**config.mk**
```make
export PLATFORM = sky130hd
export DESIGN_NAME = bhph_ctrl
export DESIGN_NICKNAME = d
export VERILOG_FILES = /design/src/design/bhph_pkg.sv /design/src/design/bhph_ctrl.sv
export SDC_FILE = /design/constraint.sdc
export NUM_CORES = 1
export LEC_CHECK = 0
export ABC_AREA = 1
export BUFFER_PORTS_ARGS = -buffer_cell sky130_fd_sc_hd__buf_2
export CAP_MARGIN = 15
export CORE_AREA = 2 2 130 132
export CTS_CLUSTER_DIAMETER = 60
export DETAILED_ROUTE_END_ITERATION = 8
export DIE_AREA = 0 0 132 134
export GPL_TIMING_DRIVEN = 0
export PLACE_DENSITY_LB_ADDON = 0.12
export RECOVER_POWER = 25
export SLEW_MARGIN = 10
export SYNTH_ARGS = -nofsm -noshare
export SYNTH_HDL_FRONTEND = slang
export SYNTH_SLANG_ARGS = --single-unit
```
**constraint.sdc**
```tcl
create_clock -name clock -period 4.5 [get_ports clock]
set_input_delay 0.225 -clock clock [delete_from_list [all_inputs] [get_ports clock]]
set_output_delay 0.225 -clock clock [all_outputs]
set_load 0.02 [all_outputs]
```
**src/design/bhph_pkg.sv**
```systemverilog
// Shared types, constants and codes for the beam histogram pruning heap.
// No dependencies; used by the controller, the datapath and the top level.
`timescale 1ns / 1ps

package bhph_pkg;

   // Store geometry
   localparam int CAPACITY = 256;
   localparam int ADDR_W   = $clog2(CAPACITY);
   localparam int FILL_W   = $clog2(CAPACITY + 1);

   // Field widths
   localparam int KEY_W   = 32;
   localparam int SCORE_W = 32;
   localparam int TAG_W   = 32;
   localparam int BW_W    = 31;
   localparam int LIMIT_W = 9;
   localparam int CSR_W   = 31;

   localparam logic signed [SCORE_W-1:0] SCORE_MIN = {1'b1, {(SCORE_W-1){1'b0}}};
   localparam logic [BW_W-1:0]    BEAM_WIDTH_RST  = BW_W'(655360);
   localparam logic [LIMIT_W-1:0] ENTRY_LIMIT_RST = LIMIT_W'(256);

   // Operation codes
   localparam logic [1:0] OP_CLEAR  = 2'd0;
   localparam logic [1:0] OP_INSERT = 2'd1;
   localparam logic [1:0] OP_POP    = 2'd2;

   // Register indexes
   localparam logic REG_BEAM_WIDTH  = 1'b0;
   localparam logic REG_ENTRY_LIMIT = 1'b1;

   // Result status codes
   localparam logic [2:0] ST_INSERTED  = 3'd0;
   localparam logic [2:0] ST_REPLACED  = 3'd1;
   localparam logic [2:0] ST_REJ_FULL  = 3'd2;
   localparam logic [2:0] ST_REJ_NOREP = 3'd3;
   localparam logic [2:0] ST_REJ_BEAM  = 3'd4;
   localparam logic [2:0] ST_POPPED    = 3'd5;
   localparam logic [2:0] ST_EMPTY     = 3'd6;
   localparam logic [2:0] ST_CLEARED   = 3'd7;

   // Store write data select
   localparam logic [1:0] WR_REQ  = 2'd0;
   localparam logic [1:0] WR_CUR  = 2'd1;
   localparam logic [1:0] WR_PICK = 2'd2;
   localparam logic [1:0] WR_RD   = 2'd3;

   // Moving entry load select
   localparam logic CUR_REQ = 1'b0;
   localparam logic CUR_RD  = 1'b1;

   typedef struct packed {
      logic [KEY_W-1:0]          key;
      logic signed [SCORE_W-1:0] score;
      logic [TAG_W-1:0]          tag;
   } entry_type;

   // Controller to datapath
   typedef struct packed {
      logic              load_req;
      logic              clear_best;
      logic              upd_best;
      logic              rd_en;
      logic [ADDR_W-1:0] rd_addr;
      logic              wr_en;
      logic [ADDR_W-1:0] wr_addr;
      logic [1:0]        wr_sel;
      logic              cur_ld;
      logic              cur_sel;
      logic              cha_ld;
      logic              rsp_en;
      logic [2:0]        rsp_status;
      logic              rsp_pop;
   } ctl_cmd_type;

   // Datapath to controller
   typedef struct packed {
      logic beam_rej;
      logic key_eq;
      logic gt_rd;
      logic pick_b;
      logic child_lt;
      logic parent_gt;
      logic root_lt;
   } dp_stat_type;

endpackage

```
**src/design/bhph_ctrl.sv**
```systemverilog
// Controller: sequences search, heap build, sift-down, bubble-up, evict and pop.
// Depends on bhph_pkg; commands bhph_datapath and owns fill count and heap flag.
`timescale 1ns / 1ps

module bhph_ctrl (
   input  logic                               clock,
   input  logic                               reset,
   input  logic                               start,
   input  logic [1:0]                         req_operation,
   input  logic [bhph_pkg::LIMIT_W-1:0]       entry_limit,
   input  bhph_pkg::dp_stat_type              stat,
   output bhph_pkg::ctl_cmd_type              cmd,
   output logic                               busy,
   output logic [bhph_pkg::FILL_W-1:0]        fill_level
);

   localparam int AW = bhph_pkg::ADDR_W;
   localparam int FW = bhph_pkg::FILL_W;

   localparam logic [3:0] S_IDLE     = 4'd0;
   localparam logic [3:0] S_DISP     = 4'd1;
   localparam logic [3:0] S_POP      = 4'd2;
   localparam logic [3:0] S_SRCH_RD  = 4'd3;
   localparam logic [3:0] S_SRCH_CMP = 4'd4;
   localparam logic [3:0] S_BLD_RD   = 4'd5;
   localparam logic [3:0] S_BLD_LD   = 4'd6;
   localparam logic [3:0] S_SIFT_CHK = 4'd7;
   localparam logic [3:0] S_SIFT_A   = 4'd8;
   localparam logic [3:0] S_SIFT_DEC = 4'd9;
   localparam logic [3:0] S_BUB_RD   = 4'd10;
   localparam logic [3:0] S_BUB_DEC  = 4'd11;
   localparam logic [3:0] S_EV_RD    = 4'd12;
   localparam logic [3:0] S_EV_CHK   = 4'd13;
   localparam logic [3:0] S_EV_LD    = 4'd14;

   localparam logic [1:0] M_REPLACE = 2'd0;
   localparam logic [1:0] M_BUILD   = 2'd1;
   localparam logic [1:0] M_EVICT   = 2'd2;

   logic [3:0]    state_ff, state_in;
   logic [1:0]    op_ff, op_in, mode_ff, mode_in;
   logic [FW-1:0] fill_ff, fill_in, lim;
   logic          heap_ff, heap_in;
   logic [AW-1:0] idx_ff, idx_in, pos_ff, pos_in, par;
   logic [AW:0]   c1, c2;
   logic          nomatch, sift_fin, bub_fin;

   // Clamp the entry limit to 1..CAPACITY
   always_comb begin
      lim = FW'(entry_limit);
      if (entry_limit == '0) begin
         lim = FW'(1);
      end else if (FW'(entry_limit) > FW'(bhph_pkg::CAPACITY)) begin
         lim = FW'(bhph_pkg::CAPACITY);
      end
   end

   // Child and parent slots of the current position
   assign c1  = {pos_ff, 1'b1};
   assign c2  = c1 + 1'b1;
   assign par = (pos_ff - 1'b1) >> 1;

   always_comb begin
      state_in = state_ff;
      op_in    = op_ff;
      mode_in  = mode_ff;
      fill_in  = fill_ff;
      heap_in  = heap_ff;
      idx_in   = idx_ff;
      pos_in   = pos_ff;
      cmd      = '0;
      nomatch  = 1'b0;
      sift_fin = 1'b0;
      bub_fin  = 1'b0;
      cmd.load_req = start && (state_ff == S_IDLE);

      unique case (state_ff)
         S_IDLE: begin
            if (start) begin
               op_in    = req_operation;
               state_in = S_DISP;
            end
         end
         S_DISP: begin
            case (op_ff)
               bhph_pkg::OP_CLEAR: begin
                  fill_in        = '0;
                  heap_in        = 1'b0;
                  cmd.clear_best = 1'b1;
                  cmd.rsp_en     = 1'b1;
                  cmd.rsp_status = bhph_pkg::ST_CLEARED;
                  state_in       = S_IDLE;
               end
               bhph_pkg::OP_INSERT: begin
                  if (stat.beam_rej) begin
                     cmd.rsp_en     = 1'b1;
                     cmd.rsp_status = bhph_pkg::ST_REJ_BEAM;
                     state_in       = S_IDLE;
                  end else begin
                     cmd.upd_best = 1'b1;
                     if (fill_ff == '0) begin
                        nomatch = 1'b1;
                     end else begin
                        idx_in   = '0;
                        state_in = S_SRCH_RD;
                     end
                  end
               end
               bhph_pkg::OP_POP: begin
                  if (fill_ff != '0) begin
                     fill_in     = fill_ff - 1'b1;
                     cmd.rd_en   = 1'b1;
                     cmd.rd_addr = AW'(fill_ff - 1'b1);
                     state_in    = S_POP;
                  end else begin
                     cmd.rsp_en     = 1'b1;
                     cmd.rsp_status = bhph_pkg::ST_EMPTY;
                     state_in       = S_IDLE;
                  end
               end
               default: begin
                  cmd.rsp_en     = 1'b1;
                  cmd.rsp_status = bhph_pkg::ST_EMPTY;
                  state_in       = S_IDLE;
               end
            endcase
         end
         S_POP: begin
            cmd.rsp_en     = 1'b1;
            cmd.rsp_pop    = 1'b1;
            cmd.rsp_status = bhph_pkg::ST_POPPED;
            state_in       = S_IDLE;
         end
         S_SRCH_RD: begin
            cmd.rd_en   = 1'b1;
            cmd.rd_addr = idx_ff;
            state_in    = S_SRCH_CMP;
         end
         S_SRCH_CMP: begin
            if (stat.key_eq) begin
               if (!stat.gt_rd) begin
                  cmd.rsp_en     = 1'b1;
                  cmd.rsp_status = bhph_pkg::ST_REJ_NOREP;
                  state_in       = S_IDLE;
               end else if (heap_ff) begin
                  cmd.cur_ld  = 1'b1;
                  cmd.cur_sel = bhph_pkg::CUR_REQ;
                  pos_in      = idx_ff;
                  mode_in     = M_REPLACE;
                  state_in    = S_SIFT_CHK;
               end else begin
                  cmd.wr_en      = 1'b1;
                  cmd.wr_addr    = idx_ff;
                  cmd.wr_sel     = bhph_pkg::WR_REQ;
                  cmd.rsp_en     = 1'b1;
                  cmd.rsp_status = bhph_pkg::ST_REPLACED;
                  state_in       = S_IDLE;
               end
            end else if ({1'b0, idx_ff} + 1'b1 == fill_ff) begin
               nomatch = 1'b1;
            end else begin
               idx_in   = idx_ff + 1'b1;
               state_in = S_SRCH_RD;
            end
         end
         S_BLD_RD: begin
            cmd.rd_en   = 1'b1;
            cmd.rd_addr = idx_ff;
            pos_in      = idx_ff;
            state_in    = S_BLD_LD;
         end
         S_BLD_LD: begin
            cmd.cur_ld  = 1'b1;
            cmd.cur_sel = bhph_pkg::CUR_RD;
            mode_in     = M_BUILD;
            state_in    = S_SIFT_CHK;
         end
         S_SIFT_CHK: begin
            if (c1 < fill_ff) begin
               cmd.rd_en   = 1'b1;
               cmd.rd_addr = c1[AW-1:0];
               state_in    = S_SIFT_A;
            end else begin
               cmd.wr_en   = 1'b1;
               cmd.wr_addr = pos_ff;
               cmd.wr_sel  = bhph_pkg::WR_CUR;
               sift_fin    = 1'b1;
            end
         end
         S_SIFT_A: begin
            cmd.cha_ld = 1'b1;
            if (c2 < fill_ff) begin
               cmd.rd_en   = 1'b1;
               cmd.rd_addr = c2[AW-1:0];
            end
            state_in = S_SIFT_DEC;
         end
         S_SIFT_DEC: begin
            cmd.wr_en   = 1'b1;
            cmd.wr_addr = pos_ff;
            if (stat.child_lt) begin
               cmd.wr_sel = bhph_pkg::WR_PICK;
               pos_in     = stat.pick_b ? c2[AW-1:0] : c1[AW-1:0];
               state_in   = S_SIFT_CHK;
            end else begin
               cmd.wr_sel = bhph_pkg::WR_CUR;
               sift_fin   = 1'b1;
            end
         end
         S_BUB_RD: begin
            if (pos_ff == '0) begin
               cmd.wr_en   = 1'b1;
               cmd.wr_addr = pos_ff;
               cmd.wr_sel  = bhph_pkg::WR_CUR;
               bub_fin     = 1'b1;
            end else begin
               cmd.rd_en   = 1'b1;
               cmd.rd_addr = par;
               state_in    = S_BUB_DEC;
            end
         end
         S_BUB_DEC: begin
            cmd.wr_en   = 1'b1;
            cmd.wr_addr = pos_ff;
            if (stat.parent_gt) begin
               cmd.wr_sel = bhph_pkg::WR_RD;
               pos_in     = par;
               state_in   = S_BUB_RD;
            end else begin
               cmd.wr_sel = bhph_pkg::WR_CUR;
               bub_fin    = 1'b1;
            end
         end
         S_EV_RD: begin
            cmd.rd_en   = 1'b1;
            cmd.rd_addr = '0;
            state_in    = S_EV_CHK;
         end
         S_EV_CHK: begin
            if ((fill_ff == '0) || !stat.root_lt) begin
               cmd.rsp_en     = 1'b1;
               cmd.rsp_status = bhph_pkg::ST_REJ_FULL;
               state_in       = S_IDLE;
            end else begin
               fill_in     = fill_ff - 1'b1;
               cmd.rd_en   = 1'b1;
               cmd.rd_addr = AW'(fill_ff - 1'b1);
               pos_in      = '0;
               state_in    = S_EV_LD;
            end
         end
         S_EV_LD: begin
            cmd.cur_ld  = 1'b1;
            cmd.cur_sel = bhph_pkg::CUR_RD;
            mode_in     = M_EVICT;
            state_in    = S_SIFT_CHK;
         end
         default: begin
            state_in = S_IDLE;
         end
      endcase

      // No held entry has the key: append, or go down the full-store path
      if (nomatch) begin
         if (fill_ff < lim) begin
            cmd.cur_ld  = 1'b1;
            cmd.cur_sel = bhph_pkg::CUR_REQ;
            pos_in      = AW'(fill_ff);
            fill_in     = fill_ff + 1'b1;
            if (heap_ff) begin
               state_in = S_BUB_RD;
            end else begin
               cmd.wr_en      = 1'b1;
               cmd.wr_addr    = AW'(fill_ff);
               cmd.wr_sel     = bhph_pkg::WR_REQ;
               cmd.rsp_en     = 1'b1;
               cmd.rsp_status = bhph_pkg::ST_INSERTED;
               state_in       = S_IDLE;
            end
         end else if (!heap_ff) begin
            heap_in = 1'b1;
            if (fill_ff[FW-1:1] == '0) begin
               state_in = S_EV_RD;
            end else begin
               idx_in   = AW'(fill_ff[FW-1:1] - 1'b1);
               state_in = S_BLD_RD;
            end
         end else begin
            state_in = S_EV_RD;
         end
      end

      // Sift-down finished: continue by mode
      if (sift_fin) begin
         case (mode_ff)
            M_REPLACE: begin
               cmd.rsp_en     = 1'b1;
               cmd.rsp_status = bhph_pkg::ST_REPLACED;
               state_in       = S_IDLE;
            end
            M_BUILD: begin
               if (idx_ff == '0) begin
                  state_in = S_EV_RD;
               end else begin
                  idx_in   = idx_ff - 1'b1;
                  state_in = S_BLD_RD;
               end
            end
            default: begin
               cmd.cur_ld  = 1'b1;
               cmd.cur_sel = bhph_pkg::CUR_REQ;
               pos_in      = AW'(fill_ff);
               fill_in     = fill_ff + 1'b1;
               state_in    = S_BUB_RD;
            end
         endcase
      end

      // Bubble-up finished: the new entry is placed
      if (bub_fin) begin
         cmd.rsp_en     = 1'b1;
         cmd.rsp_status = bhph_pkg::ST_INSERTED;
         state_in       = S_IDLE;
      end
   end

   always_ff @(posedge clock) begin
      if (reset) begin
         state_ff <= S_IDLE;
         fill_ff  <= '0;
         heap_ff  <= 1'b0;
      end else begin
         state_ff <= state_in;
         fill_ff  <= fill_in;
         heap_ff  <= heap_in;
      end
   end

   always_ff @(posedge clock) begin
      op_ff    <= op_in;
      mode_ff  <= mode_in;
      idx_ff   <= idx_in;
      pos_ff   <= pos_in;
   end

   assign busy       = state_ff != S_IDLE;
   assign fill_level = fill_ff;

endmodule

```
After elaboration in Yosys (flattened, before gate mapping)
Index checks and enable logic that the tools add are counted.

word-level totals
  flip-flop bits (word level) = 34
  latch bits = 0
  bits in writable memories = 0
  ROM bits = 0
  input bits = 21
  logic and storage cells = 189
  memories kept = 0

operators by class
  add/sub/neg operators = 8
  $mul = 0
  divide/modulo/power cells = 0
  magnitude comparators = 4
  equality and inequality tests = 28
  shift operators = 0
  multiplexer cells = 121
  bitwise logic cells = 0
  reductions and logical operators = 21

operators with widths
  operator                                                            number
  8-bit 2-to-1 mux                                                    23
  9-bit 2-to-1 mux                                                    14
  4-bit 2-to-1 mux                                                    29
  9-bit one-hot mux with 7 select lines                               1
  11-bit one-hot mux with 5 select lines                              1
  13-bit 2-to-1 mux                                                   4
  4-bit one-hot mux with 13 select lines                              1
  11-bit 2-to-1 mux                                                   4
  8-bit one-hot mux with 5 select lines                               1
  9-bit one-hot mux with 2 select lines                               2
  4-bit == test, second input constant                                7
  9-bit < comparator                                                  3
  8-bit logical NOT                                                   3
  8-bit by 1-bit subtractor with 8-bit output, second input constant  3
  2-bit 2-to-1 mux                                                    10
  4-bit != test, second input constant                                5
  1-bit 2-to-1 mux                                                    19
  9-bit by 1-bit adder with 9-bit output, second input constant       2
  9-bit logical NOT                                                   2
  4-bit by 3-bit == test with 1-bit output, second input constant     4
  4-bit one-hot mux with 2 select lines                               2
  4-bit one-hot mux with 4 select lines                               1
  8-bit one-hot mux with 2 select lines                               1
  4-bit one-hot mux with 3 select lines                               1
  other kinds (28)                                                    39

Depth between registers and ports, before layout
  word-level depth = 12
  gate-level depth with buffers = 18
  depth with buffers taken out = 18

Worst setup path before layout
Ideal clock, no wire load.

  kind = flip-flop to output port
  start = register fill_ff[3] (netlist: fill_level[3])
  end = output port cmd[7] (netlist bit)
  arrival = 2.469 ns
  required time = 4.275 ns
  path slack = 1.806 ns
  cell stages (with the launch flop) = 15
  path buffers = 2
  path through = dfxtp_1 -> buf_2 -> clkinv_1 -> ha_1 -> nand2_1 -> o21ai_0 -> nand4_1 -> o211ai_1 -> nand2_1 -> nand2_1 -> nand2_1 -> nand2_8 -> inv_4 -> buf_6 -> nand2_1

RTL lines
  item                      RTL line          text
  start: declaration        bhph_ctrl.sv:42   logic [FW-1:0] fill_ff, fill_in, lim;
  start signal: assignment  bhph_ctrl.sv:334  fill_ff <= fill_in;
  end: declaration          bhph_ctrl.sv:12   output bhph_pkg::ctl_cmd_type cmd,

==> flow_metrics.py <==
metrics = {
    "outcome": {
        "status": "completed",
    },
    "route": {
        "vias": 5378,
        "drt_first_pass_iters": 5,
        "post_drt_wl_per_cell_microns": 17.7,
        "ant_nets": 0,
        "vias_per_cell": 5.06,
        "detail_route.iter0.violations": 335,
        "route.detailed.drc": 0,
        "finalWirelength_microns": 18800,
    },
    "die": {
        "rows": 47,
        "coreArea_sq_um": 16300,
        "die-area_sq_um": 17700,
        "die_w_microns": 132,
        "die-height_microns": 134,
        "start_util_pct": 29.4,
        "pin_count": 62,
    },
    "layout": {
        "final_common_cell": "nand2_1",
        "finalNetCount": 906,
        "fin_cells": 1062,
        "final_cell_mix": "nand2_1, inv_1, nor2_1",
        "fin_area_sq_um": 5480,
        "syn2layout_area_growth_pct": 14.5,
        "drive_gt1_share_pct": 13.8,
        "diodes": 0,
        "final_util_pct": 33.6,
    },
    "synthesis": {
        "ys_warn_count": 0,
        "synth_cell_types": 49,
        "synth_async_sr_flop_share_pct": 0,
        "yosysSeqAreaShare_pct": 15.1,
        "synth_cells": 774,
        "syn_nets": 838,
        "synth_top_cell_by_area": "nand2_1",
        "yosysTopAreaCellShare_pct": 14.0,
        "synthFlopType": "dfxtp_1",
        "ys_ff_latch": 34,
        "synth_edf_count": 4,
        "syn_area_sq_um": 4780,
        "netlist_top_cells_area": "nand2_1, dfxtp_1, ha_1",
        "syn_avg_cell_area_sq_um": 6.18,
    },
    "critical_path": {
        "critPathRequiredTime_ns": 4.28,
        "arrival_ns": 3.72,
        "path_class": "register to output port",
        "reg2reg_slack_ns": 1.01,
        "r2r_end": "fill_level[5]",
        "endpoint_kind": "output port",
        "crit_path_start_kind": "register",
        "worst-r2r-cell-count": 15,
        "cp_max_fo": 10,
        "reg2reg_from": "fill_level[3]",
    },
    "timing": {
        "fin_worst_skew_ns": 0.00493,
        "hold_viol_final": 0,
        "period_share_pct": 87.6,
        "relSlewSlack_pct": 39.2,
        "holdWs_ns": 0.110,
        "setup_violations": 0,
        "worstMarginPinSlew_ns": 0.904,
        "maxSlewViolCount": 0,
        "rsz0062_at_grt": "no",
        "fin_ws_ns": 0.558,
        "fin_crit_ns": 3.94,
        "setup_tns_ns": 0,
        "max_clock_freq_mhz": 254,
    },
    "power_and_ir_drop": {
        "powerDensity_nw_per_um2": 441,
        "p_leak_nw": 2.74,
        "p_total_mw": 2.42,
        "vdd_ir_drop_max_v": 0.000171,
    },
    "clocking": {
        "cts_tree": "done",
        "htreeDepth": 2,
        "cts-resized-gates": 0,
        "clkTransAtPathRegs_ns": 0.05,
        "clock_sinks": 34,
        "post_cts_buffers": 0,
        "cts_hold_buf": 0,
        "root_buffer": "clkbuf_16",
        "max-clock-path-buffers": 2,
        "clock_latency_ns": 0.29,
        "cts_buffers": 5,
    },
    "global_routing": {
        "antenna_found_initial": 0,
        "track_usage_pct": 21.3,
        "grt_pass1_wl_microns": 29000,
        "grt_max_degree": 12,
        "grt_overflow_total": 0,
        "grt_pass1_vias": 5092,
    },
    "place": {
        "place_area_sq_um": 5360,
        "hpwlAfterDp_microns": 15200,
        "dp_slack_ns": 0.816,
        "port_buffers": 61,
        "dp.cells": 1055,
        "place_congestion": 0.894,
    },
    "worst_hold_path": {
        "worstHoldEndpoint": "op_ff[0]",
        "worstHoldStart": "req_operation[0]",
        "whs_path_depth": 1,
        "min_path_type": "input port to register",
    },
    "job": {
        "cap_violations": 0,
    },
}
==> worst max-delay path by stage <==
| stage | start | to | slack [ns] | cells after the start |
|---|---|---|---|---|
| global route | fill_level[3] | cmd[7] | 0.26 | 15 |
| global placement | fill_level[3] | cmd[7] | 0.85 | 15 |
| CTS | fill_level[3] | cmd[7] | 0.50 | 15 |
| finish | fill_level[3] | cmd[7] | 0.56 | 15 |
| detailed placement | fill_level[3] | cmd[7] | 0.82 | 15 |
| floorplan | fill_level[3] | cmd[7] | 1.81 | 14 |
==> sequential cells by signal (all words and copies together) (netlist names) <==
register	count
idx_ff	8
pos_ff	8
state_ff	4
mode_ff	2
op_ff	2
fill_level	9
heap_ff	1
==> final cells by class <==
type / count / area, sq um
inverters: 115 / 438
fillers: 1870 / 10800
well taps: 220 / 275
flip-flops and latches: 34 / 721
clock buffers: 7 / 133
plain buffers: 19 / 131
repair buffers: 61 / 292
multi-input cells: 606 / 3490
==> synthesized netlist by cell type (6+ instances only) <==
| cell | instances |
|---|---|
| o2111ai_1 | 7 |
| xor2_1 | 29 |
| nand2_2 | 7 |
| a21oi_1 | 37 |
| o21ai_2 | 6 |
| clkbuf_1 | 6 |
| o22ai_1 | 7 |
| nor3_1 | 8 |
| o221ai_1 | 6 |
| nand3_1 | 72 |
| nand3_2 | 7 |
| inv_2 | 6 |
| dfxtp_1 | 30 |
| nand4_1 | 14 |
| inv_1 | 103 |
| nor2_1 | 88 |
| a22oi_1 | 10 |
| ha_1 | 43 |
| o21ai_0 | 39 |
| nand2_1 | 179 |
==> metal layers <==
metal / routed length [microns] / share of wire [%] / global-route usage [%]
met4: 529 / 2.8 / 7.19
met2: 8530 / 45 / 34.8
met1: 8770 / 47 / 28.7
met3: 936 / 5.0 / 2.91
met5: 0 / 0 / 0
==> where the power goes <==
group | internal, mW | total, mW | switching [mW]
Sequential | 0.385 | 0.486 | 0.102
Combinational | 0.516 | 1.59 | 1.08
Clock | 0.203 | 0.339 | 0.136
Total | 1.10 | 2.42 | 1.31
==> kinds of logic (layout without fill, tap and decap cells) <==
logic type / count (synthesis) / in the layout / synth area share (%)
buffers and inverters: 134 / 202 / 11.9
adder cells (fa/ha/maj): 43 / 43 / 11.2
AO/OA/AOI/OAI: 135 / 135 / 17.7
flip-flops: 34 / 34 / 15.1
XOR/XNOR: 31 / 31 / 5.83
AND/OR/NAND/NOR: 397 / 397 / 38.2
==> critical path, cell delays in order, from the launching register on <==
cell and delay (ns):
dfxtp_1 0.34, buf_2 0.30, clkinv_1 0.45, ha_1 0.45, nand2_1 0.04, o21ai_0 0.19
nand4_1 0.11, o211ai_1 0.20, nand2_1 0.16, nand2_1 0.25, nand2_1 0.29, nand2_8 0.20
inv_4 0.06, buf_6 0.15, nand2_1 0.06, buf_2 0.16
Note: power is estimated with default switching activity, not from simulation.
